### src/hdl/assert_macros.svh
// Assertion helpers shared by the interlock modules.
`ifndef ASSERT_MACROS_SVH
`define ASSERT_MACROS_SVH

// Same-cycle implication, checked out of reset.
`define ASSERT_SAME(label, clk, rst_n, ante, cons) \
    label: assert property (@(posedge clk) disable iff (!rst_n) (ante) |-> (cons)) \
        else $error("interlock assertion failed");

// Next-cycle implication, checked out of reset.
`define ASSERT_NEXT(label, clk, rst_n, ante, cons) \
    label: assert property (@(posedge clk) disable iff (!rst_n) (ante) |=> (cons)) \
        else $error("interlock assertion failed");

`endif

### src/hdl/rfi_pkg.sv
package rfi_pkg;

    // Configuration port geometry.
    localparam int CFG_DATA_W = 16;
    localparam int CFG_IDX_W  = 3;
    localparam int INH_FIELD_W = 3;

    // Register indexes.
    localparam logic [CFG_IDX_W-1:0] REG_CMD_ACTIVE_LVL       = 3'd0;
    localparam logic [CFG_IDX_W-1:0] REG_INH_CLEAR_LVL        = 3'd1;
    localparam logic [CFG_IDX_W-1:0] REG_INHIBIT_CHECK_ENABLE = 3'd2;
    localparam logic [CFG_IDX_W-1:0] REG_UPTIME_CHECK_ENABLE  = 3'd3;
    localparam logic [CFG_IDX_W-1:0] REG_LOCKOUT_ENABLE       = 3'd4;
    localparam logic [CFG_IDX_W-1:0] REG_DEBOUNCE_TICKS       = 3'd5;
    localparam logic [CFG_IDX_W-1:0] REG_ARM_DELAY_TICKS      = 3'd6;
    localparam logic [CFG_IDX_W-1:0] REG_PULSE_TICKS          = 3'd7;

    // Register reset values.
    localparam logic [CFG_DATA_W-1:0] DEBOUNCE_RESET  = 16'd30;
    localparam logic [CFG_DATA_W-1:0] ARM_DELAY_RESET = 16'd2000;
    localparam logic [CFG_DATA_W-1:0] PULSE_RESET     = 16'd3000;

    // Sequencer phases.
    localparam logic [1:0] PH_IDLE = 2'd0;
    localparam logic [1:0] PH_WAIT = 2'd1;
    localparam logic [1:0] PH_FIRE = 2'd2;

    // Event codes.
    localparam logic [2:0] EV_NONE         = 3'd0;
    localparam logic [2:0] EV_START        = 3'd1;
    localparam logic [2:0] EV_END          = 3'd2;
    localparam logic [2:0] EV_REJ_LOCK     = 3'd3;
    localparam logic [2:0] EV_REJ_UPTIME   = 3'd4;
    localparam logic [2:0] EV_REJ_INHIBIT  = 3'd5;
    localparam logic [2:0] EV_REJ_UNSTABLE = 3'd6;

    typedef struct packed {
        logic                  cmd_active_lvl;
        logic                  inh_clear_lvl;
        logic                  inhibit_check_enable;
        logic                  uptime_check_enable;
        logic                  lockout_enable;
        logic [CFG_DATA_W-1:0] debounce_ticks;
        logic [CFG_DATA_W-1:0] arm_delay_ticks;
        logic [CFG_DATA_W-1:0] pulse_ticks;
    } cfg_t;

    typedef struct packed {
        logic                   release_level;
        logic [INH_FIELD_W-1:0] inhibit_levels;
    } in_word_t;

    typedef struct packed {
        logic       fire_enable;
        logic [1:0] phase;
        logic       locked_out;
        logic [2:0] event_res;
    } out_word_t;

endpackage

### src/hdl/rfi_interfaces.sv
// Input tick word channel.
interface rfi_item_if;
    logic                            valid;
    logic                            ready;
    logic                            release_level;
    logic [rfi_pkg::INH_FIELD_W-1:0] inhibit_levels;

    modport source (output valid, output release_level, output inhibit_levels, input ready);
    modport sink (input valid, input release_level, input inhibit_levels, output ready);
endinterface

// Result word channel.
interface rfi_result_if;
    logic       valid;
    logic       ready;
    logic       fire_enable;
    logic [1:0] phase;
    logic       locked_out;
    logic [2:0] event_res;

    modport source (output valid, output fire_enable, output phase, output locked_out,
                    output event_res, input ready);
    modport sink (input valid, input fire_enable, input phase, input locked_out,
                  input event_res, output ready);
endinterface

### src/hdl/rfi_cfg_regs.sv
module rfi_cfg_regs
(
    input  logic                           clk,
    input  logic                           rst_n,
    input  logic                           cfg_wr_en,
    input  logic [rfi_pkg::CFG_IDX_W-1:0]  cfg_index,
    input  logic [rfi_pkg::CFG_DATA_W-1:0] cfg_wdata,
    output rfi_pkg::cfg_t                  cfg
);

    rfi_pkg::cfg_t cfg_reg;

    // Register file with software reset values; writes land by index.
    always_ff @(posedge clk or negedge rst_n)
    begin
        if (!rst_n)
        begin
            cfg_reg.cmd_active_lvl       <= 1'b0;
            cfg_reg.inh_clear_lvl        <= 1'b1;
            cfg_reg.inhibit_check_enable <= 1'b0;
            cfg_reg.uptime_check_enable  <= 1'b0;
            cfg_reg.lockout_enable       <= 1'b0;
            cfg_reg.debounce_ticks       <= rfi_pkg::DEBOUNCE_RESET;
            cfg_reg.arm_delay_ticks      <= rfi_pkg::ARM_DELAY_RESET;
            cfg_reg.pulse_ticks          <= rfi_pkg::PULSE_RESET;
        end
        else if (cfg_wr_en)
        begin
            case (cfg_index)
                rfi_pkg::REG_CMD_ACTIVE_LVL:       cfg_reg.cmd_active_lvl <= cfg_wdata[0];
                rfi_pkg::REG_INH_CLEAR_LVL:        cfg_reg.inh_clear_lvl  <= cfg_wdata[0];
                rfi_pkg::REG_INHIBIT_CHECK_ENABLE:
                    cfg_reg.inhibit_check_enable <= cfg_wdata[0];
                rfi_pkg::REG_UPTIME_CHECK_ENABLE:
                    cfg_reg.uptime_check_enable  <= cfg_wdata[0];
                rfi_pkg::REG_LOCKOUT_ENABLE:       cfg_reg.lockout_enable  <= cfg_wdata[0];
                rfi_pkg::REG_DEBOUNCE_TICKS:       cfg_reg.debounce_ticks  <= cfg_wdata;
                rfi_pkg::REG_ARM_DELAY_TICKS:      cfg_reg.arm_delay_ticks <= cfg_wdata;
                rfi_pkg::REG_PULSE_TICKS:          cfg_reg.pulse_ticks     <= cfg_wdata;
                default:
                begin
                end
            endcase
        end
    end

    assign cfg = cfg_reg;

endmodule

### src/hdl/rfi_core.sv
`include "assert_macros.svh"

module rfi_core #(
    parameter int TIMER_WIDTH  = 16,
    parameter int NUM_INHIBITS = 3
)
(
    input  logic               clk,
    input  logic               rst_n,
    input  rfi_pkg::cfg_t      cfg,
    input  logic               step_en,
    input  rfi_pkg::in_word_t  word,
    output rfi_pkg::out_word_t res
);

    logic                    prev_active_reg;
    logic                    prev_active_next;
    logic [1:0]              phase_reg;
    logic [1:0]              phase_next;
    logic [TIMER_WIDTH-1:0]  countdown_reg;
    logic [TIMER_WIDTH-1:0]  countdown_next;
    logic [TIMER_WIDTH-1:0]  uptime_reg;
    logic [TIMER_WIDTH-1:0]  uptime_next;
    logic                    lockout_reg;
    logic                    lockout_next;

    logic                    active;
    logic                    armed;
    logic                    inh_ok;
    logic [2:0]              ev;
    logic [TIMER_WIDTH-1:0]  arm;
    logic [TIMER_WIDTH-1:0]  debounce;
    logic [TIMER_WIDTH-1:0]  pulse_raw;
    logic [TIMER_WIDTH-1:0]  pulse_load;
    logic [NUM_INHIBITS-1:0] inh_ext;
    logic [NUM_INHIBITS-1:0] inh_want;

    // Timer settings fitted to the counter width; a zero pulse acts as one tick.
    assign arm        = TIMER_WIDTH'(cfg.arm_delay_ticks);
    assign debounce   = TIMER_WIDTH'(cfg.debounce_ticks);
    assign pulse_raw  = TIMER_WIDTH'(cfg.pulse_ticks);
    assign pulse_load = (pulse_raw == '0) ? TIMER_WIDTH'(1) : pulse_raw;

    // Inhibit gate: pins above the sampled field read as zero.
    assign inh_ext  = NUM_INHIBITS'(word.inhibit_levels);
    assign inh_want = cfg.inh_clear_lvl ? '1 : '0;
    assign inh_ok   = (inh_ext == inh_want);

    assign active = (word.release_level == cfg.cmd_active_lvl);
    assign armed  = (uptime_reg >= arm);

    // Trigger, debounce and pulse sequencer.
    always_comb
    begin
        phase_next     = phase_reg;
        countdown_next = countdown_reg;
        lockout_next   = lockout_reg;
        ev             = rfi_pkg::EV_NONE;
        case (phase_reg)
            rfi_pkg::PH_IDLE:
            begin
                if (active && !prev_active_reg)
                begin
                    if (lockout_reg)
                    begin
                        ev = rfi_pkg::EV_REJ_LOCK;
                    end
                    else if (cfg.uptime_check_enable && !armed)
                    begin
                        ev = rfi_pkg::EV_REJ_UPTIME;
                    end
                    else if (cfg.inhibit_check_enable && !inh_ok)
                    begin
                        ev = rfi_pkg::EV_REJ_INHIBIT;
                    end
                    else if (debounce == '0)
                    begin
                        phase_next     = rfi_pkg::PH_FIRE;
                        countdown_next = pulse_load;
                        ev             = rfi_pkg::EV_START;
                    end
                    else
                    begin
                        phase_next     = rfi_pkg::PH_WAIT;
                        countdown_next = debounce;
                    end
                end
            end
            rfi_pkg::PH_WAIT:
            begin
                if (countdown_reg > TIMER_WIDTH'(1))
                begin
                    countdown_next = countdown_reg - TIMER_WIDTH'(1);
                end
                else if (active)
                begin
                    phase_next     = rfi_pkg::PH_FIRE;
                    countdown_next = pulse_load;
                    ev             = rfi_pkg::EV_START;
                end
                else
                begin
                    phase_next     = rfi_pkg::PH_IDLE;
                    countdown_next = '0;
                    ev             = rfi_pkg::EV_REJ_UNSTABLE;
                end
            end
            rfi_pkg::PH_FIRE:
            begin
                if (countdown_reg > TIMER_WIDTH'(1))
                begin
                    countdown_next = countdown_reg - TIMER_WIDTH'(1);
                end
                else if (active)
                begin
                    countdown_next = pulse_load;
                end
                else
                begin
                    phase_next     = rfi_pkg::PH_IDLE;
                    countdown_next = '0;
                    ev             = rfi_pkg::EV_END;
                    if (cfg.lockout_enable)
                    begin
                        lockout_next = 1'b1;
                    end
                end
            end
            default:
            begin
                phase_next     = rfi_pkg::PH_IDLE;
                countdown_next = '0;
            end
        endcase
    end

    // Edge memory and the saturating uptime counter.
    assign prev_active_next = active;
    assign uptime_next      = (uptime_reg < arm) ? uptime_reg + TIMER_WIDTH'(1) : uptime_reg;

    always_ff @(posedge clk or negedge rst_n)
    begin
        if (!rst_n)
        begin
            prev_active_reg <= 1'b0;
            phase_reg       <= rfi_pkg::PH_IDLE;
            countdown_reg   <= '0;
            uptime_reg      <= '0;
            lockout_reg     <= 1'b0;
        end
        else if (step_en)
        begin
            prev_active_reg <= prev_active_next;
            phase_reg       <= phase_next;
            countdown_reg   <= countdown_next;
            uptime_reg      <= uptime_next;
            lockout_reg     <= lockout_next;
        end
    end

    // Result word reflects the state after this tick.
    assign res.fire_enable = (phase_next == rfi_pkg::PH_FIRE);
    assign res.phase       = phase_next;
    assign res.locked_out  = lockout_next;
    assign res.event_res   = ev;

    // Lockout is only cleared by reset.
    `ASSERT_NEXT(a_lockout_sticky, clk, rst_n, lockout_reg, lockout_reg)
    // A debounce wait always has ticks left to count.
    `ASSERT_SAME(a_wait_nonzero, clk, rst_n, phase_reg == rfi_pkg::PH_WAIT, countdown_reg != '0)
    // A fire start leaves the sequencer firing with a loaded period.
    `ASSERT_NEXT(a_start_fires, clk, rst_n, step_en && (ev == rfi_pkg::EV_START), (phase_reg == rfi_pkg::PH_FIRE) && (countdown_reg != '0))

endmodule

### src/hdl/release_fire_interlock.sv
// An input register and a result register bracket the combinational sequencer update.
// One tick word per cycle while the result register drains. While a result word waits,
// one more word is taken into the input register and further words are held off until
// the result drains.
// Reset (rst_n, asynchronous, active low) sets registers to defaults, the sequencer to idle,
// the uptime counter to zero and clears lockout; no clearing pass is needed.
`include "assert_macros.svh"

module release_fire_interlock #(
    parameter int TIMER_WIDTH  = 16,
    parameter int NUM_INHIBITS = 3
)
(
    input  logic                           clk,
    input  logic                           rst_n,
    rfi_item_if.sink                       item,
    rfi_result_if.source                   result,
    input  logic                           cfg_wr_en,
    input  logic [rfi_pkg::CFG_IDX_W-1:0]  cfg_index,
    input  logic [rfi_pkg::CFG_DATA_W-1:0] cfg_wdata
);

    rfi_pkg::cfg_t      cfg;
    rfi_pkg::in_word_t  s1_word_reg;
    rfi_pkg::out_word_t out_word_reg;
    rfi_pkg::out_word_t core_res;
    logic               s1_valid_reg;
    logic               s1_valid_next;
    logic               out_valid_reg;
    logic               out_valid_next;
    logic               out_load;

    rfi_cfg_regs u_cfg (
        .clk       (clk),
        .rst_n     (rst_n),
        .cfg_wr_en (cfg_wr_en),
        .cfg_index (cfg_index),
        .cfg_wdata (cfg_wdata),
        .cfg       (cfg)
    );

    rfi_core #(
        .TIMER_WIDTH  (TIMER_WIDTH),
        .NUM_INHIBITS (NUM_INHIBITS)
    ) u_core (
        .clk     (clk),
        .rst_n   (rst_n),
        .cfg     (cfg),
        .step_en (out_load),
        .word    (s1_word_reg),
        .res     (core_res)
    );

    // Pipeline flow: a stored word moves on when the result register is free or draining.
    assign out_load       = s1_valid_reg && (!out_valid_reg || result.ready);
    assign item.ready     = !s1_valid_reg || out_load;
    assign s1_valid_next  = item.ready ? item.valid : s1_valid_reg;
    assign out_valid_next = out_load ? 1'b1 : (result.ready ? 1'b0 : out_valid_reg);

    always_ff @(posedge clk or negedge rst_n)
    begin
        if (!rst_n)
        begin
            s1_valid_reg  <= 1'b0;
            out_valid_reg <= 1'b0;
        end
        else
        begin
            s1_valid_reg  <= s1_valid_next;
            out_valid_reg <= out_valid_next;
        end
    end

    // Input word register.
    always_ff @(posedge clk)
    begin
        if (item.valid && item.ready)
        begin
            s1_word_reg.release_level  <= item.release_level;
            s1_word_reg.inhibit_levels <= item.inhibit_levels;
        end
    end

    // Result word register.
    always_ff @(posedge clk)
    begin
        if (out_load)
        begin
            out_word_reg <= core_res;
        end
    end

    assign result.valid       = out_valid_reg;
    assign result.fire_enable = out_word_reg.fire_enable;
    assign result.phase       = out_word_reg.phase;
    assign result.locked_out  = out_word_reg.locked_out;
    assign result.event_res   = out_word_reg.event_res;

    // Loading a word into the result register raises the result valid flag.
    `ASSERT_NEXT(a_load_shows, clk, rst_n, out_load, out_valid_reg)

endmodule
### src/flat_wrapper.sv
// flat-port wrapper written by rule: the top's interface ports become plain ports
module release_fire_interlock_flat 
#(
    parameter int TIMER_WIDTH  = 16,
    parameter int NUM_INHIBITS = 3
)
  (clk, rst_n, cfg_wr_en, cfg_index, cfg_wdata, item_valid, item_release_level, item_inhibit_levels, item_ready, result_valid, result_fire_enable, result_phase, result_locked_out, result_event_res, result_ready);
  rfi_item_if item_i ();
  rfi_result_if result_i ();
  input  logic clk;
  input  logic rst_n;
  input  logic cfg_wr_en;
  input  logic [rfi_pkg::CFG_IDX_W-1:0] cfg_index;
  input  logic [rfi_pkg::CFG_DATA_W-1:0] cfg_wdata;
  input wire logic [$bits(item_i.valid)-1:0] item_valid;
  input wire logic [$bits(item_i.release_level)-1:0] item_release_level;
  input wire logic [$bits(item_i.inhibit_levels)-1:0] item_inhibit_levels;
  output wire logic [$bits(item_i.ready)-1:0] item_ready;
  output wire logic [$bits(result_i.valid)-1:0] result_valid;
  output wire logic [$bits(result_i.fire_enable)-1:0] result_fire_enable;
  output wire logic [$bits(result_i.phase)-1:0] result_phase;
  output wire logic [$bits(result_i.locked_out)-1:0] result_locked_out;
  output wire logic [$bits(result_i.event_res)-1:0] result_event_res;
  input wire logic [$bits(result_i.ready)-1:0] result_ready;
  assign item_i.valid = item_valid;
  assign item_i.release_level = item_release_level;
  assign item_i.inhibit_levels = item_inhibit_levels;
  assign item_ready = item_i.ready;
  assign result_valid = result_i.valid;
  assign result_fire_enable = result_i.fire_enable;
  assign result_phase = result_i.phase;
  assign result_locked_out = result_i.locked_out;
  assign result_event_res = result_i.event_res;
  assign result_i.ready = result_ready;
  release_fire_interlock #(.TIMER_WIDTH(TIMER_WIDTH), .NUM_INHIBITS(NUM_INHIBITS)) u_core (.clk(clk), .rst_n(rst_n), .item(item_i), .result(result_i), .cfg_wr_en(cfg_wr_en), .cfg_index(cfg_index), .cfg_wdata(cfg_wdata));
endmodule
### config.mk
export PLATFORM = sky130hd
export DESIGN_NAME = release_fire_interlock_flat
export DESIGN_NICKNAME = d
export VERILOG_FILES = /design/src/hdl/rfi_pkg.sv /design/src/hdl/rfi_interfaces.sv /design/src/hdl/rfi_cfg_regs.sv /design/src/hdl/rfi_core.sv /design/src/hdl/release_fire_interlock.sv /design/src/flat_wrapper.sv
export VERILOG_INCLUDE_DIRS = /design/src /design/src/hdl
export SDC_FILE = /design/constraint.sdc
export NUM_CORES = 1
export LEC_CHECK = 0
export ABC_AREA = 1
export BUFFER_PORTS_ARGS = -buffer_cell sky130_fd_sc_hd__buf_2
export CORE_UTILIZATION = 40
export CTS_CLUSTER_DIAMETER = 40
export CTS_CLUSTER_SIZE = 10
export DETAILED_ROUTE_END_ITERATION = 10
export PLACE_DENSITY = 0.65
export RECOVER_POWER = 25
export SKIP_LAST_GASP = 1
export SLEW_MARGIN = 20
export SYNTH_ARGS = -nofsm -noshare
export SYNTH_HDL_FRONTEND = slang
export SYNTH_HIERARCHICAL = 1
export SYNTH_SLANG_ARGS = --single-unit
### constraint.sdc
create_clock -name clk -period 2.75 [get_ports clk]
set_input_delay 0.1375 -clock clk [delete_from_list [all_inputs] [get_ports clk]]
set_output_delay 0.1375 -clock clk [all_outputs]
set_load 0.1 [all_outputs]
==> metrics.yaml <==
status: "finished clean"
arrival_ns: 2.68
layout-drive-gt1-share_pct: 13.6
grt_overflow: 0
numCtsBuffers: 9
finalWirelength_um: 13400
synthMuxAreaShare_pct: 0
finalInstanceArea_mm2: 0.00661
clk_latency_ns: 0.35
die_x_um: 123
ys_seq_elements: 102
cts_setup_buffers: 0
synth-edff-count: 11
synthCells: 757
critPathLaunchType: "flop"
path_cells: "inv_1 -> ha_1 -> nand2_1 -> nor2_1 -> nand2_1 -> o21a_1 -> nand3_2 -> nand2_2 -> o21ai_2 -> nand2_4 -> inv_1 -> o21ai_0"
rr_worst_depth: 12
rsz0062_at_grt: "no"
die_area_mm2: 0.0152
dp_hpwl_um: 10100
leakagePower_nw: 3.36
n_antenna_cell: 0
vias_per_cell: 4.97
synth.distinct_cells: 42
grt_max_degree: 56
setup_violations: 0
slowest_stage: "dfstp_2"
multi_input_area_mm2: 0.00279
synth_nets: 808
clk_path_buf_depth: 2
core_mm2: 0.0141
root_buffer: "clkbuf_16"
rows: 43
path_clk_slew_ns: 0.07
cts_tree: "built"
cp.required_ns: 2.96
synth_compound_area_share_pct: 8.69
max_freq_ghz: 0.406
whs_ns: 0.0135
drc: 0
slew_viol_final: 0
nFillCells: 1433
grt_pass1_vias: 4459
start_util_pct: 41.8
drt_iter0_drc: 377
firstDrtPassIters: 5
place_congestion: 0.853
grt.total_usage_pct: 19.0
ys_seq_area_share_pct: 44.7
hp-class: "in -> reg"
powerDensity_mw_per_mm2: 841
port_buffers: 36
avgSynthCellArea_um2: 7.78
vdd_drop_max_uv: 462
synthFlopType: "dfrtp_1"
syn_area_mm2: 0.00589
hold_violations: 0
fin_setup_tns_ns: 0
area_growth_pct: 12.2
ios: 37
wl_per_cell_um: 13.6
tightest_slew_ns: 0.738
cap_violations: 0
cts.sinks: 102
finalNetCount: 854
fin_crit_sh_pct: 89.5
largest_reg_flops: 53
place_area_mm2: 0.00624
max_stage_delay_ns: 0.53
regArea_mm2: 0.00263
via_count: 4906
synthSimpleGateAreaFrac_pct: 29.8
endpoint_kind: "flop"
grt_pass1_wl_um: 22100
synthArstFlopShare_pct: 89.2
postRouteAntennaNets: 0
critical_path_class: "reg -> reg"
fp.dieH_um: 123
finalPower_mw: 5.55
finalCriticalPeriod_ns: 2.46
hold_depth: 3
antenna_found_initial: 0
h-tree-depth: 3
slew_headroom_pct: 50.8
synth_warnings: 6
synth_top_family_by_area: "simple AND/OR/NAND/NOR gates"
synthAdderAreaFrac_pct: 4.89
synth_xor_area_share_pct: 4.14
finClkSkew_ns: 0.0100
path_max_fanout: 11
==> placed cells by master, fill, tap and decap left out, types with 2 or more instances in the layout <==
cell type	count
buf_2	34
o21ai_0	39
clkinv_4	2
dlygate4sd3_1	9
nor3_1	6
o21ai_1	3
o211ai_1	8
nand2_2	4
dfrtp_1	73
xor2_1	20
o21a_1	2
dfstp_2	17
o21ai_2	8
nor2_2	7
ha_1	23
a21oi_1	22
nand3_2	3
nand3_1	32
nand4_1	7
nor2_4	4
nor2_1	44
clkbuf_1	2
nand2_1	292
inv_1	85
inv_2	5
buf_4	7
edfxtp_1	11
clkinv_1	2
xnor2_1	6
nor4_1	5
clkbuf_16	9
==> Yosys cell counts (5+ instances only) <==
| master | number | area [um2] |
|---|---|---|
| nor2_1 | 44 | 165 |
| dfstp_2 | 18 | 473 |
| nor4_1 | 5 | 31.3 |
| o211ai_1 | 8 | 60.1 |
| nand3_1 | 31 | 155 |
| inv_2 | 6 | 22.5 |
| o21ai_0 | 39 | 195 |
| xnor2_1 | 6 | 52.6 |
| dfrtp_1 | 73 | 1830 |
| nand2_1 | 288 | 1080 |
| nand2_2 | 8 | 50.1 |
| nor3_1 | 6 | 30.0 |
| inv_1 | 84 | 315 |
| a21oi_1 | 22 | 110 |
| edfxtp_1 | 11 | 330 |
| clkbuf_1 | 6 | 22.5 |
| nor2_2 | 7 | 43.8 |
| ha_1 | 23 | 288 |
| nand4_1 | 7 | 43.8 |
| buf_4 | 6 | 45.0 |
| xor2_1 | 20 | 175 |
| o21ai_2 | 8 | 70.1 |
==> what timing repair did <==
item,in CTS,in global routing
endpoints found under the setup margin,0,0
hold buffers,9,0
gates resized for setup,0,0
endpoints found under the hold margin,53,0
==> worst paths after layout <==
| check | startpoint | endpoint | slack, ns |
|---|---|---|---|
| hold reg to reg | u_core/u_cfg/cfg[22]$_DFFE_PN1P_ | u_core/u_cfg/cfg[22]$_DFFE_PN1P_ | 0.47 |
| setup / recovery | u_core/u_cfg/cfg[23]$_DFFE_PN1P_ | u_core/u_core/countdown_reg[14]$_DFFE_PN0P_ | 0.29 |
| setup reg to reg | u_core/u_cfg/cfg[23]$_DFFE_PN1P_ | u_core/u_core/countdown_reg[14]$_DFFE_PN0P_ | 0.29 |
| max in group asynchronous | rst_n | u_core/u_cfg/cfg[26]$_DFFE_PN1P_ | 1.63 |
| min in group asynchronous | rst_n | u_core/s1_valid_reg$_DFFE_PN0P_ | 0.39 |
| hold / removal | cfg_wdata[1] | u_core/u_cfg/cfg[33]$_DFFE_PN1P_ | 0.01 |
==> per-stage QoR <==
step / std cells / worst slack, ns / utilization [%]
6_report: 988 / 0.288 / 46.9
5_1_grt: 988 / 0.113 / 46.9
4_1_cts: 988 / 0.296 / 47.0
3_5_place_dp: 963 / 0.322 / 44.3
3_3_place_gp: 963 / 0.366 / 44.3
2_1_floorplan: 757 / 0.00433 / -
==> layout make-up <==
type | instances | share of cell area (%)
Sequential cell | 102 | 39.8
Multi-Input combinational cell | 548 | 42.2
Clock buffer | 10 | 3.47
Clock inverter | 6 | 0.947
Timing Repair Buffer | 52 | 5.09
Inverter | 90 | 5.11
Tap cell | 180 | 3.41
==> power by group <==
| part | internal [mW] | leakage [nW] | switching, mW |
|---|---|---|---|
| Combinational | 0.731 | 2.00 | 1.35 |
| Sequential | 1.91 | 1.22 | 0.291 |
| Clock | 0.704 | 0.138 | 0.575 |
==> critical path: cells and delay by family (launching register included) <==
kind	cells	cell delay, ns
DFF	1	0.53
adders and majority gates	1	0.28
and+or+nand+nor	6	0.63
AOI/OAI and AO/OA	3	0.48
buffers and inverters	2	0.39
==> per-layer routing <==
metal | GRT usage [%] | routed length (um) | vias to the layer above
li1 | - | - | 2480
met1 | 27.4 | 6700 | 2305
met2 | 28.7 | 5970 | 106
met3 | 3.78 | 553 | 15
met4 | 5.35 | 178 | 0
met5 | 0 | 0 | -
==> kinds of logic after synthesis <==
kind of cell / after synthesis
adder cells (fa/ha/maj): 23
flip-flops: 102
buffers and inverters: 107
AO/OA/AOI/OAI: 88
AND/OR/NAND/NOR: 410
XOR/XNOR: 27
Power figures use the tool's default switching activity.
